File: src/rtl/vipf_pkg.sv
// Shared types and constants of the source prefix filter.
package vipf_pkg;

    localparam int unsigned RULE_ENTRIES_DEF = 1024;
    localparam int unsigned IDX_W            = 10;
    localparam int unsigned META_W           = 13;
    localparam int unsigned DIN_W            = 160;
    localparam int unsigned DOUT_W           = 8;

    localparam logic [15:0] ETH_VLAN  = 16'h8100;
    localparam logic [15:0] ETH_QINQ  = 16'h88A8;
    localparam logic [15:0] ETH_IPV4  = 16'h0800;
    localparam logic [15:0] ETH_IPV6  = 16'h86DD;

    localparam logic [1:0] FAM_NONE = 2'd0;
    localparam logic [1:0] FAM_V4   = 2'd1;
    localparam logic [1:0] FAM_V6   = 2'd2;

    localparam logic [2:0] ACT_ABORTED = 3'd0;
    localparam logic [2:0] ACT_PASS    = 3'd2;
    localparam logic [2:0] ACT_MAX     = 3'd4;

    localparam logic FUNC_BYTE  = 1'b0;
    localparam logic FUNC_WRITE = 1'b1;

    typedef enum logic [2:0] {
        PH_ETH,
        PH_TAG,
        PH_IP4,
        PH_IP6,
        PH_DONE
    } phase_t;

    typedef struct packed {
        logic [1:0]  family;
        logic [63:0] upper;
        logic [63:0] lower;
    } query_t;

    typedef struct packed {
        logic             vld;
        logic             is_wr;
        logic [IDX_W-1:0] idx;
        logic             r_valid;
        logic             r_v6;
        logic [7:0]       r_plen;
        logic [2:0]       r_act;
        logic [63:0]      upper;
        logic [63:0]      lower;
        logic [1:0]       family;
        logic             found;
        logic [7:0]       best_len;
        logic [2:0]       best_act;
    } tok_t;

endpackage

File: src/rtl/vipf_cell.sv
// One rule cell: holds a rule, applies writes and updates the passing best match.
module vipf_cell
#(
    parameter int unsigned CELL_ID = 0
)
(
    input  logic           clk,
    input  logic           rst_n,
    input  logic           en,
    input  vipf_pkg::tok_t tok_in,
    output vipf_pkg::tok_t tok_out
);
    import vipf_pkg::*;

    localparam logic ADDRESSABLE = (CELL_ID < (2 ** IDX_W));
    localparam logic [IDX_W-1:0] MY_IDX = IDX_W'(CELL_ID);

    logic        valid_reg;
    logic        v6_reg;
    logic [7:0]  plen_reg;
    logic [2:0]  act_reg;
    logic [63:0] up_reg;
    logic [63:0] lo_reg;

    tok_t         tok_reg, tok_next;
    logic         wr_hit;
    logic [7:0]   plen_c;
    logic [127:0] mask6;
    logic [31:0]  mask4;
    logic         hit;

    assign wr_hit = ADDRESSABLE && tok_in.vld && tok_in.is_wr && (tok_in.idx == MY_IDX);

    always_comb
    begin
        if (v6_reg)
        begin
            plen_c = (plen_reg > 8'd128) ? 8'd128 : plen_reg;
        end
        else
        begin
            plen_c = (plen_reg > 8'd32) ? 8'd32 : plen_reg;
        end
        mask6 = ~({128{1'b1}} >> plen_c);
        mask4 = ~({32{1'b1}} >> plen_c[5:0]);
        if (!tok_in.vld || tok_in.is_wr || !valid_reg)
        begin
            hit = 1'b0;
        end
        else if (tok_in.family == FAM_V6)
        begin
            hit = v6_reg &&
                  ((({tok_in.upper, tok_in.lower} ^ {up_reg, lo_reg}) & mask6) == '0);
        end
        else if (tok_in.family == FAM_V4)
        begin
            hit = !v6_reg && (((tok_in.lower[31:0] ^ lo_reg[31:0]) & mask4) == '0);
        end
        else
        begin
            hit = 1'b0;
        end
        tok_next = tok_in;
        if (hit && (!tok_in.found || plen_c > tok_in.best_len))
        begin
            tok_next.found    = 1'b1;
            tok_next.best_len = plen_c;
            tok_next.best_act = act_reg;
        end
    end

    always_ff @(posedge clk or negedge rst_n)
    begin
        if (!rst_n)
        begin
            valid_reg <= 1'b0;
            tok_reg   <= '0;
        end
        else if (en)
        begin
            tok_reg <= tok_next;
            if (wr_hit)
            begin
                valid_reg <= tok_in.r_valid;
            end
        end
    end

    always_ff @(posedge clk)
    begin
        if (en && wr_hit)
        begin
            v6_reg   <= tok_in.r_v6;
            plen_reg <= tok_in.r_plen;
            act_reg  <= tok_in.r_act;
            up_reg   <= tok_in.upper;
            lo_reg   <= tok_in.lower;
        end
    end

    assign tok_out = tok_reg;

endmodule

File: config.mk
export PLATFORM = sky130hd
export DESIGN_NAME = vipf_cell
export DESIGN_NICKNAME = d
export VERILOG_FILES = /design/src/rtl/vipf_pkg.sv /design/src/rtl/vipf_cell.sv
export SDC_FILE = /design/constraint.sdc
export NUM_CORES = 1
export LEC_CHECK = 0
export BUFFER_PORTS_ARGS = -buffer_cell sky130_fd_sc_hd__buf_4
export CAP_MARGIN = 15
export CORE_ASPECT_RATIO = 0.8
export CORE_MARGIN = 1.5
export CORE_UTILIZATION = 40
export CTS_CLUSTER_DIAMETER = 150
export DETAILED_ROUTE_END_ITERATION = 12
export SKIP_LAST_GASP = 1
export SLEW_MARGIN = 5
export SYNTH_ARGS = -nofsm -noshare
export SYNTH_HDL_FRONTEND = slang
export SYNTH_SLANG_ARGS = --single-unit
File: constraint.sdc
create_clock -name clk -period 3.3 [get_ports clk]
set_input_delay 0.33 -clock clk [delete_from_list [all_inputs] [get_ports clk]]
set_output_delay 0.33 -clock clk [all_outputs]
set_load 0.05 [all_outputs]
==> results.md <==
* Outcome: finished with violations
* Failing checks: negative setup slack
* Flip-flop count of the largest register after layout at 167
* Arrival @ worst endpoint at 4.01 ns
* Yosys reg bits at 308
* Clk buf depth at 3
* Gr usage total at 0.305
* Routed vias at 13,100
* Final setup vio count at 12
* Core area at 37,000 µm²
* Pwr Density at 431 nW/µm²
* Critical Path Source Type: flop
* Die width at 219 µm
* Area Growth Syn to Fin at 52.8%
* Worst slew pin tran at 0.888 ns
* HPWL Detailed at 45,700 µm
* Antenna violations before repair at 2
* CTS tree: done
* # IOs at 337
* Reg2Reg Capture Point: tok_out[8]
* Worst Reg-to-Reg Cells at 15
* Synth cell types at 83
* EDFF count, synth at 140
* Slowest cell on the critical path: nor3_1
* # port buffers at 336
* Most frequent cells in the layout: 572 x buf_4, 168 x dfrtp_1, 156 x mux2_2
* Most used cell, CP: buf_4
* Starting Density at 0.405
* Minimum clock period at 3.55 ns
* Worst Setup SP: plen_reg[1]
* CTS Buf Count at 30
* Setup ws final at -0.252 ns
* Hold Vio Cnt, Final at 0
* Wl on met1 at 28,000 µm
* Core Rows at 63
* Root Driver: clkbuf_16
* Maximum vdd drop at 0.451 mV
* Critical path cell sequence: nor4_4 -> buf_4 -> buf_4 -> a31oi_1 -> nor3_1 -> a21oi_1 -> nand4_1 -> nor4_2 -> buf_4 -> o211ai_1 -> o31ai_4 -> buf_6 -> buf_4 -> a21o_1 -> a22o_1
* Worst stage delay on the critical path at 0.62 ns
* Yosys warnings at 0
* Worst Path Required at 3.76 ns
* Synth Instances at 1,186
* RSZ-0062 raised after global routing: true
* Final ANT Viol Nets at 0
* Met2 WL at 25,100 µm
* Max layer used: met5
* Initial DRC count at 1,082
* Drt drc at 0
* Delay-heaviest family, CP: simple AND/OR/NAND/NOR gates
* Dpl cells at 2,184
* Routed WL at 59,700 µm
* Routed wl met3 at 4980 µm
* Hold Path Origin: tok_in[12]
* HP Class: in -> reg
* Worst skew pair latency at 0.58 ns
* Grt ovf at 0
* Gpl congestion at 0.991
* Vias/cell at 5.43
* Reg-to-reg setup timing slack at -0.25 ns
* Buffer and inverter count on the worst path at 5
* Slew Viols, Final at 0
* Final cycle utilization of the critical path at 1.08
* Worst Clk Skew at 0.0187 ns
* Slew headroom at 0.408
* Max-Cap Viols at 0
* Kind of critical path: reg -> reg
* Post-Syn Area at 15,000 µm²
* Fmax at 282 MHz
* WL per Instance at 24.7 µm
* Die height at 176 µm
* Main synth FF type: dfrtp_1
* Leakage power total at 9.54 nW
* Net count after synthesis at 1,364
* Final non-filler cell total at 2,416
* Vias in the first global route at 13,100
* Worst Hold Depth at 2
* Seq/Total Area, Yosys at 0.562
* Total power at 9.85 mW
* Critical path depth at 15
* Layout Utilization at 0.618
* Commonest non-fill, non-tap cell in the layout: buf_4
* Setup TNS at -2.12 ns
* CTS H-tree lvls at 1
* Pin count of the biggest net entering global routing at 101
* Hold Path End: tok_out[12]
* CTS clock-pin slew for the worst setup and hold paths at 0.06 ns
* Syn Area/Cell at 12.6 µm²
* Worst-path maximum fanout at 5
* Beginning of the worst register-to-register path: plen_reg[1]
* Asr flop ratio synth at 0.545
* Fin nets at 2,083
* Drt first pass iters at 5
* First-pass GRT wire length at 86,100 µm
* Die area at 38,600 µm²
* Clock Sinks at 308
* Layout cells sized above 1 at 0.462
* CP Capture Type: flop
* Antenna cells at 0
[worst max path at each step]
stage,to
2_1_floorplan,valid_reg
3_3_place_gp,tok_out[8]
3_5_place_dp,tok_out[8]
4_1_cts,tok_out[8]
5_1_grt,tok_out[9]
6_report,tok_out[8]
[cells by family (layout without fill, tap and decap cells)]
group                    count (synthesis)  count (layout)  synth area share
flip-flops                             308             308             0.562
AO/OA/AOI/OAI                          267             267             0.126
AND/OR/NAND/NOR                        231             232            0.0840
multiplexers                           156             156             0.117
XOR/XNOR                               132             132            0.0773
buffers and inverters                   84             826            0.0268
adder cells (fa/ha/maj)                  8               8           0.00669
[where the power goes]
part | switching, mW | internal, mW | leakage, nW
registers | 0.114 | 4.22 | 3.22
clock network | 1.46 | 1.96 | 0.483
logic | 1.30 | 0.806 | 5.83
[metal layers]
metal / vias up / global-route usage
met1: 6518 / 0.461
met5: - / 0
met2: 582 / 0.439
met4: 2 / 0.0745
met3: 104 / 0.0724
li1: 5904 / -
[cells in the mapped netlist, types with 6 or more instances]
cell       instances  share of area
dfrtp_1          168           0.28
mux2_2           156           0.12
edfxtp_1         140           0.28
xor2_1            84          0.049
nor2_1            51          0.013
a21oi_1           48          0.016
xnor2_1           48          0.028
nand2_1           40          0.010
o21ai_0           40          0.013
clkbuf_1          36         0.0090
a31oi_1           22         0.0092
nand3_1           22         0.0074
buf_2             20         0.0067
nand4_1           19         0.0079
nor3_1            18         0.0060
nor4_1            16         0.0067
inv_1             15         0.0038
o22ai_1           14         0.0059
a211oi_1          13         0.0065
a21o_1            12         0.0060
o2111ai_1         11         0.0064
o31ai_1           11         0.0055
nor2b_1           10         0.0042
o211ai_1           9         0.0045
o21a_1             9         0.0045
and2_1             8         0.0033
ha_1               8         0.0067
and3_1             7         0.0029
buf_6              7         0.0053
a32oi_1            6         0.0035
and3b_1            6         0.0035
o21ai_1            6         0.0020
o21bai_1           6         0.0030
o221ai_1           6         0.0035
[through the flow]
step	hold slack (ns)	area, µm²	setup slack (ns)
6_report	0.0357	22900	-0.252
5_1_grt	0.0158	22900	-0.326
4_1_cts	0.0103	22700	-0.130
3_5_place_dp	0.204	19800	-0.548
3_3_place_gp	0.205	19800	-0.549
2_1_floorplan	0.0344	15000	-0.134
[repair_timing]
item | CTS | global route
hold buffers | 149 | 0
gates resized for setup | 71 | 20
hold endpoints to repair | 278 | 0
cloned | 3 | 1
buffers inserted | 15 | 11
endpoints found under the setup margin | 12 | 12
pin swaps | 28 | 24
[area by class of cell]
cell class / instances / area, µm²
inverter: 16 / 60.1
timing repair buffer: 754 / 6290
clock buffer: 45 / 898
tap: 487 / 609
multi-input combinational: 795 / 6490
sequential: 308 / 8410
clock inverter: 11 / 97.6
fill: 2997 / 14100
No activity file was read; power rests on OpenSTA's default activity.
