## config.mk

```make
export PLATFORM = sky130hd
export DESIGN_NAME = vipf_parser
export DESIGN_NICKNAME = d
export VERILOG_FILES = /design/src/rtl/vipf_pkg.sv /design/src/rtl/vipf_parser.sv
export SDC_FILE = /design/constraint.sdc
export NUM_CORES = 1
export LEC_CHECK = 0
export ABC_AREA = 1
export BUFFER_PORTS_ARGS = -buffer_cell sky130_fd_sc_hd__buf_2
export CAP_MARGIN = 5
export CELL_PAD_IN_SITES_DETAIL_PLACEMENT = 1
export CELL_PAD_IN_SITES_GLOBAL_PLACEMENT = 2
export CORE_MARGIN = 5
export CORE_UTILIZATION = 35
export DETAILED_ROUTE_END_ITERATION = 16
export HOLD_SLACK_MARGIN = 0.1
export PLACE_DENSITY_LB_ADDON = 0.1
export SETUP_SLACK_MARGIN = 0.15
export SLEW_MARGIN = 20
export SYNTH_ARGS = -nofsm -noshare
export SYNTH_HDL_FRONTEND = slang
export SYNTH_SLANG_ARGS = --single-unit
```

## constraint.sdc

```tcl
create_clock -name clk -period 6.3 [get_ports clk]
set_clock_uncertainty 0.1 [all_clocks]
set_input_delay 0.63 -clock clk [delete_from_list [all_inputs] [get_ports clk]]
set_output_delay 0.63 -clock clk [all_outputs]
set_load 0.005 [all_outputs]
```

## src/rtl/vipf_pkg.sv

```systemverilog
// Shared types and constants of the source prefix filter.
package vipf_pkg;

    localparam int unsigned RULE_ENTRIES_DEF = 1024;
    localparam int unsigned IDX_W            = 10;
    localparam int unsigned META_W           = 13;
    localparam int unsigned DIN_W            = 160;
    localparam int unsigned DOUT_W           = 8;

    localparam logic [15:0] ETH_VLAN  = 16'h8100;
    localparam logic [15:0] ETH_QINQ  = 16'h88A8;
    localparam logic [15:0] ETH_IPV4  = 16'h0800;
    localparam logic [15:0] ETH_IPV6  = 16'h86DD;

    localparam logic [1:0] FAM_NONE = 2'd0;
    localparam logic [1:0] FAM_V4   = 2'd1;
    localparam logic [1:0] FAM_V6   = 2'd2;

    localparam logic [2:0] ACT_ABORTED = 3'd0;
    localparam logic [2:0] ACT_PASS    = 3'd2;
    localparam logic [2:0] ACT_MAX     = 3'd4;

    localparam logic FUNC_BYTE  = 1'b0;
    localparam logic FUNC_WRITE = 1'b1;

    typedef enum logic [2:0] {
        PH_ETH,
        PH_TAG,
        PH_IP4,
        PH_IP6,
        PH_DONE
    } phase_t;

    typedef struct packed {
        logic [1:0]  family;
        logic [63:0] upper;
        logic [63:0] lower;
    } query_t;

    typedef struct packed {
        logic             vld;
        logic             is_wr;
        logic [IDX_W-1:0] idx;
        logic             r_valid;
        logic             r_v6;
        logic [7:0]       r_plen;
        logic [2:0]       r_act;
        logic [63:0]      upper;
        logic [63:0]      lower;
        logic [1:0]       family;
        logic             found;
        logic [7:0]       best_len;
        logic [2:0]       best_act;
    } tok_t;

endpackage

```

## src/rtl/vipf_parser.sv

```systemverilog
// Header parser: tracks tags and captures the IPv4 or IPv6 source address.
module vipf_parser
(
    input  logic             clk,
    input  logic             rst_n,
    input  logic             byte_en,
    input  logic [7:0]       data_byte,
    input  logic             last_byte,
    output vipf_pkg::query_t query
);
    import vipf_pkg::*;

    phase_t      phase_reg, phase_next;
    logic [15:0] off_reg, off_next;
    logic [15:0] etype_reg, etype_next;
    logic [1:0]  tags_reg, tags_next;
    logic [4:0]  ihs_reg, ihs_next;
    logic [1:0]  fam_reg, fam_next;
    logic [63:0] su_reg, su_next;
    logic [63:0] sl_reg, sl_next;

    logic [15:0] etype_sh;
    logic [15:0] rel;
    logic [16:0] off_p1;
    logic [16:0] off_p2;
    logic        is_tag;

    assign etype_sh = {etype_reg[7:0], data_byte};
    assign rel      = off_reg - {11'd0, ihs_reg};
    assign off_p1   = {1'b0, off_reg} + 17'd1;
    assign off_p2   = {1'b0, off_reg} + 17'd2;
    assign is_tag   = (etype_sh == ETH_VLAN) || (etype_sh == ETH_QINQ);

    always_comb
    begin
        phase_next = phase_reg;
        etype_next = etype_reg;
        tags_next  = tags_reg;
        ihs_next   = ihs_reg;
        fam_next   = fam_reg;
        su_next    = su_reg;
        sl_next    = sl_reg;
        off_next   = (off_reg != 16'hFFFF) ? off_reg + 16'd1 : off_reg;
        if (byte_en)
        begin
            case (phase_reg)
                PH_ETH, PH_TAG:
                begin
                    if ((phase_reg == PH_ETH && (off_reg == 16'd12 || off_reg == 16'd13)) ||
                        (phase_reg == PH_TAG && (off_p2 == {12'd0, ihs_reg} ||
                                                 off_p1 == {12'd0, ihs_reg})))
                    begin
                        etype_next = etype_sh;
                    end
                    if ((phase_reg == PH_ETH && off_reg == 16'd13) ||
                        (phase_reg == PH_TAG && off_p1 == {12'd0, ihs_reg}))
                    begin
                        if (is_tag && tags_reg < 2'd2)
                        begin
                            tags_next  = tags_reg + 2'd1;
                            ihs_next   = ihs_reg + 5'd4;
                            phase_next = PH_TAG;
                        end
                        else if (etype_sh == ETH_IPV4)
                        begin
                            phase_next = PH_IP4;
                        end
                        else if (etype_sh == ETH_IPV6)
                        begin
                            phase_next = PH_IP6;
                        end
                        else
                        begin
                            phase_next = PH_DONE;
                        end
                    end
                end
                PH_IP4:
                begin
                    if (rel >= 16'd12 && rel <= 16'd15)
                    begin
                        sl_next = {32'd0, sl_reg[23:0], data_byte};
                    end
                    if (rel == 16'd19)
                    begin
                        fam_next   = FAM_V4;
                        phase_next = PH_DONE;
                    end
                end
                PH_IP6:
                begin
                    if (rel >= 16'd8 && rel <= 16'd15)
                    begin
                        su_next = {su_reg[55:0], data_byte};
                    end
                    if (rel >= 16'd16 && rel <= 16'd23)
                    begin
                        sl_next = {sl_reg[55:0], data_byte};
                    end
                    if (rel == 16'd39)
                    begin
                        fam_next   = FAM_V6;
                        phase_next = PH_DONE;
                    end
                end
                default:
                begin
                end
            endcase
        end
        else
        begin
            off_next = off_reg;
        end
    end

    always_comb
    begin
        query.family = fam_next;
        query.upper  = su_next;
        query.lower  = sl_next;
    end

    always_ff @(posedge clk or negedge rst_n)
    begin
        if (!rst_n)
        begin
            phase_reg <= PH_ETH;
            off_reg   <= '0;
            etype_reg <= '0;
            tags_reg  <= '0;
            ihs_reg   <= 5'd14;
            fam_reg   <= FAM_NONE;
            su_reg    <= '0;
            sl_reg    <= '0;
        end
        else if (byte_en && last_byte)
        begin
            phase_reg <= PH_ETH;
            off_reg   <= '0;
            etype_reg <= '0;
            tags_reg  <= '0;
            ihs_reg   <= 5'd14;
            fam_reg   <= FAM_NONE;
            su_reg    <= '0;
            sl_reg    <= '0;
        end
        else
        begin
            phase_reg <= phase_next;
            off_reg   <= off_next;
            etype_reg <= etype_next;
            tags_reg  <= tags_next;
            ihs_reg   <= ihs_next;
            fam_reg   <= fam_next;
            su_reg    <= su_next;
            sl_reg    <= sl_next;
        end
    end

endmodule

```

==> results by group <==
Timing
  • Slew Viols, Final: 0
  • Final hold vios: 0
  • RSZ-0062 raised after global routing: false
  • Period utilisation layout: 78.2%
  • Minimum clock period: 4.93 ns
  • Slew margin rel.: 31.2%
  • Final setup viols: 0
  • Setup TNS after final layout: 0 ns
  • Fmax: 203 MHz
  • PnR worst setup slack: between 1 and 1.5 ns
  • Worst-Margin Slew: 1.03 ns

Clock network
  • Clk_lat worst skew: 0.46 ns
  • Clk root buf: clkbuf_16
  • H-tree depth: 4
  • Cts repair resizes: 0
  • Cts bufs inserted: 17
  • CTS tree: done
  • Clock transition at path regs: 0.08 ns
  • Num Clock Sinks: 163
  • Clock tree buffer depth: 2

Critical path
  • Crit. End Element: output port
  • Reg-to-Reg End: sl_reg[32]
  • R2R depth: 17
  • Worst path required time: around 5.6 ns
  • R2R Setup Slk: about 2.4 ns
  • Worst r2r src: ihs_reg[2]
  • Crit Path Max Fanout: 56
  • Arr. time, crit path: 4.20 ns
  • Crit Path Class: flop to output port
  • Critical path startpoint category: flop

Flow run
  • Max_cap viols: 0

Outcome
  • Status: finished, final reports clean

Synth
  • Mux cell area share after synthesis: 0%
  • Simple logic cell fraction of the synthesized area: 35.5%
  • Most area-consuming cells after synthesis: dfrtp_1 (38%), nand2_1 (18%), nand3_1 (8.2%), a21oi_1 (6.4%), inv_1 (5.9%)
  • Area leader, netlist: dfrtp_1
  • Largest family of logic cells by synthesized area: simple AND/OR/NAND/NOR gates
  • Yosys warns: 0
  • #FFs+latches synth: 163
  • Cells after Synth: 1,601
  • Register area share after synthesis: 38.4%
  • Compound-gate portion of the synthesized area: 12.4%
  • Post-synth EDFFs: 0
  • Syn avg cell area: ~6.6 um2
  • Share of the synthesized area in the top cell type: 37.6%
  • Synth Cell Area: around 0.011 mm2
  • Synth Area in Adders: 1.25%
  • Share of flip-flops with an asynchronous set or reset: 100%
  • Syn Nets: approximately 1,600
  • Synth Area in XOR/XNOR: 2.22%
  • Post-synth cell types: 44
  • Commonest register cell after synthesis: dfrtp_1

Routing
  • # DRC: 0
  • Met1 wire length: 18.0 mm
  • Post-Route WL: between 30 and 40 mm
  • Routed length on met3: 1.16 mm
  • Via Count: 10,900
  • DR iter-0 viols: 696
  • Met2 wire len: 17.3 mm
  • Antenna viol nets, final: 0
  • Drt first pass iters: 4
  • WL per Instance: 17.6 um
  • Top layer in use: met4
  • Via-to-Cell Ratio: roughly 5.2

GRT
  • Congestion Overflow GR: 0
  • First-pass GRT wire length: approximately 60 mm
  • Vias in the first global route: 11,200
  • Largest net degree at the start of global routing: 85
  • Initial antenna violation count: 0
  • Total Routing Usage GR: 21.9%

Layout
  • NumNets Final: 1,715
  • Ant. Diodes: 0
  • Most common cell after layout, fill and taps aside: nand2_1
  • Share of layout cells above drive strength 1: a little over an eighth
  • Most frequent cells in the layout: nand2_1 (521), nand3_1 (174), inv_1 (165)
  • Area delta synth->final: 15.0%
  • Layout filler cell count: between 3,000 and 4,000

Pwr
  • VDD IR max: 0.153 mV
  • LEAKAGE: 0.00699 uW
  • Power per standard cell area: 212 mW/mm2

Placed design
  • GP Congestion: 0.822
  • Post-detail-place hpwl: 25.4 mm
  • Buffers on Ports: 141
  • Post-Place Setup Slack: 1.86 ns

Min path
  • Worst Hold Path Cells: 3
  • Hold Path Class: input port to flop
  • Min-Delay Startpoint: data_byte[1]
  • WHS Endpoint: su_reg[1]

Floorplanning
  • Std cell rows: 63
  • Die Y: 184 um
  • Core footprint: 0.0298 mm2
  • Die area: 0.0340 mm2
  • IO Pins: between 100 and 150
  • Initial Utilization: 35.7%
  • Die X: 184 um
-- worst max path at each step --
| stage | cells past startpoint | to | startpoint |
|---|---|---|---|
| 6_report | 18 | query[48] | ihs_reg[2] |
| 2_1_floorplan | 17 | query[53] | ihs_reg[2] |
| 3_5_place_dp | 18 | query[39] | ihs_reg[2] |
| 5_1_grt | 18 | query[36] | ihs_reg[2] |
| 3_3_place_gp | 18 | query[39] | ihs_reg[2] |
| 4_1_cts | 18 | query[48] | ihs_reg[2] |
-- area by class of cell --
cell class	count	area, um2	area share, %
Clock buffer	17	425	3.48
Clock inverter	15	213	1.74
Inverter	178	678	5.54
Multi-Input combinational cell	1175	5490	44.9
Sequential cell	163	4080	33.4
Tap cell	390	488	3.99
Timing Repair Buffer	158	855	6.99
-- synth_stat cells, drive strengths merged, types with 2 or more instances --
master	count
a21oi	137
a22oi	32
a31oi	2
buf	42
clkbuf	43
clkinv	2
dfrtp	160
dfstp	3
ha	9
inv	176
nand2	526
nand3	179
nand3b	2
nand4	23
nor2	146
nor3	13
nor4	4
o21ai	54
o21bai	2
o22ai	10
or2	2
xnor2	5
xor2	22
-- critical path, cell delays in order, from the launching register on --
cell,delay [ns]
dfstp_2,0.56
inv_1,0.09
ha_1,0.34
nand2_1,0.09
nand3_2,0.09
nand2_1,0.31
nand3_1,0.12
nand2_1,0.08
nand2_1,0.08
nor2_1,0.11
nand3_1,0.12
nor2_4,0.15
buf_4,0.37
nand2_4,0.38
buf_12,0.32
a21oi_1,0.15
o21ai_1,0.10
nand2_1,0.10
buf_2,0.12
-- kinds of logic (layout without fill, tap and decap cells) --
logic type / Yosys count / after routing
AND/OR/NAND/NOR: 896 / 896
buffers and inverters: 263 / 368
AO/OA/AOI/OAI: 241 / 241
XOR/XNOR: 27 / 27
adder cells (fa/ha/maj): 10 / 10
flip-flops: 163 / 163
other: 1 / 1
-- power by group --
part | switching (uW) | internal [uW] | total, uW
clock | 526 | 646 | 1170
combinational | 220 | 94.9 | 315
sequential | 32.1 | 1080 | 1110
total | 778 | 1820 | 2600
-- layer usage --
metal / up-vias / global-route usage (%)
met4: 0 / 4.82
met2: 157 / 36.5
met1: 5366 / 30.7
li1: 5337 / -
met5: - / 0
met3: 27 / 2.49
-- what timing repair did --
action / 4_1_cts / 5_1_grt
setup buffers: 0 / 0
hold endpoints to repair: 42 / 0
hold buffers: 1 / 0
-- metrics by stage --
step | utilization (%) | total power (uW) | hold WS (ns) | instances | area [um2]
after floorplan | - | 1340 | 0.234 | 1601 | 10600
after global placement | 38.9 | 1440 | 0.388 | 2063 | 11600
after detailed placement | 38.9 | 1450 | 0.391 | 2063 | 11600
after CTS | 41.0 | 2630 | 0.367 | 2096 | 12200
after global routing | 41.0 | 2720 | 0.399 | 2096 | 12200
final | 41.0 | 2600 | 0.384 | 2096 | 12200
Note: power is estimated with default switching activity, not from simulation.
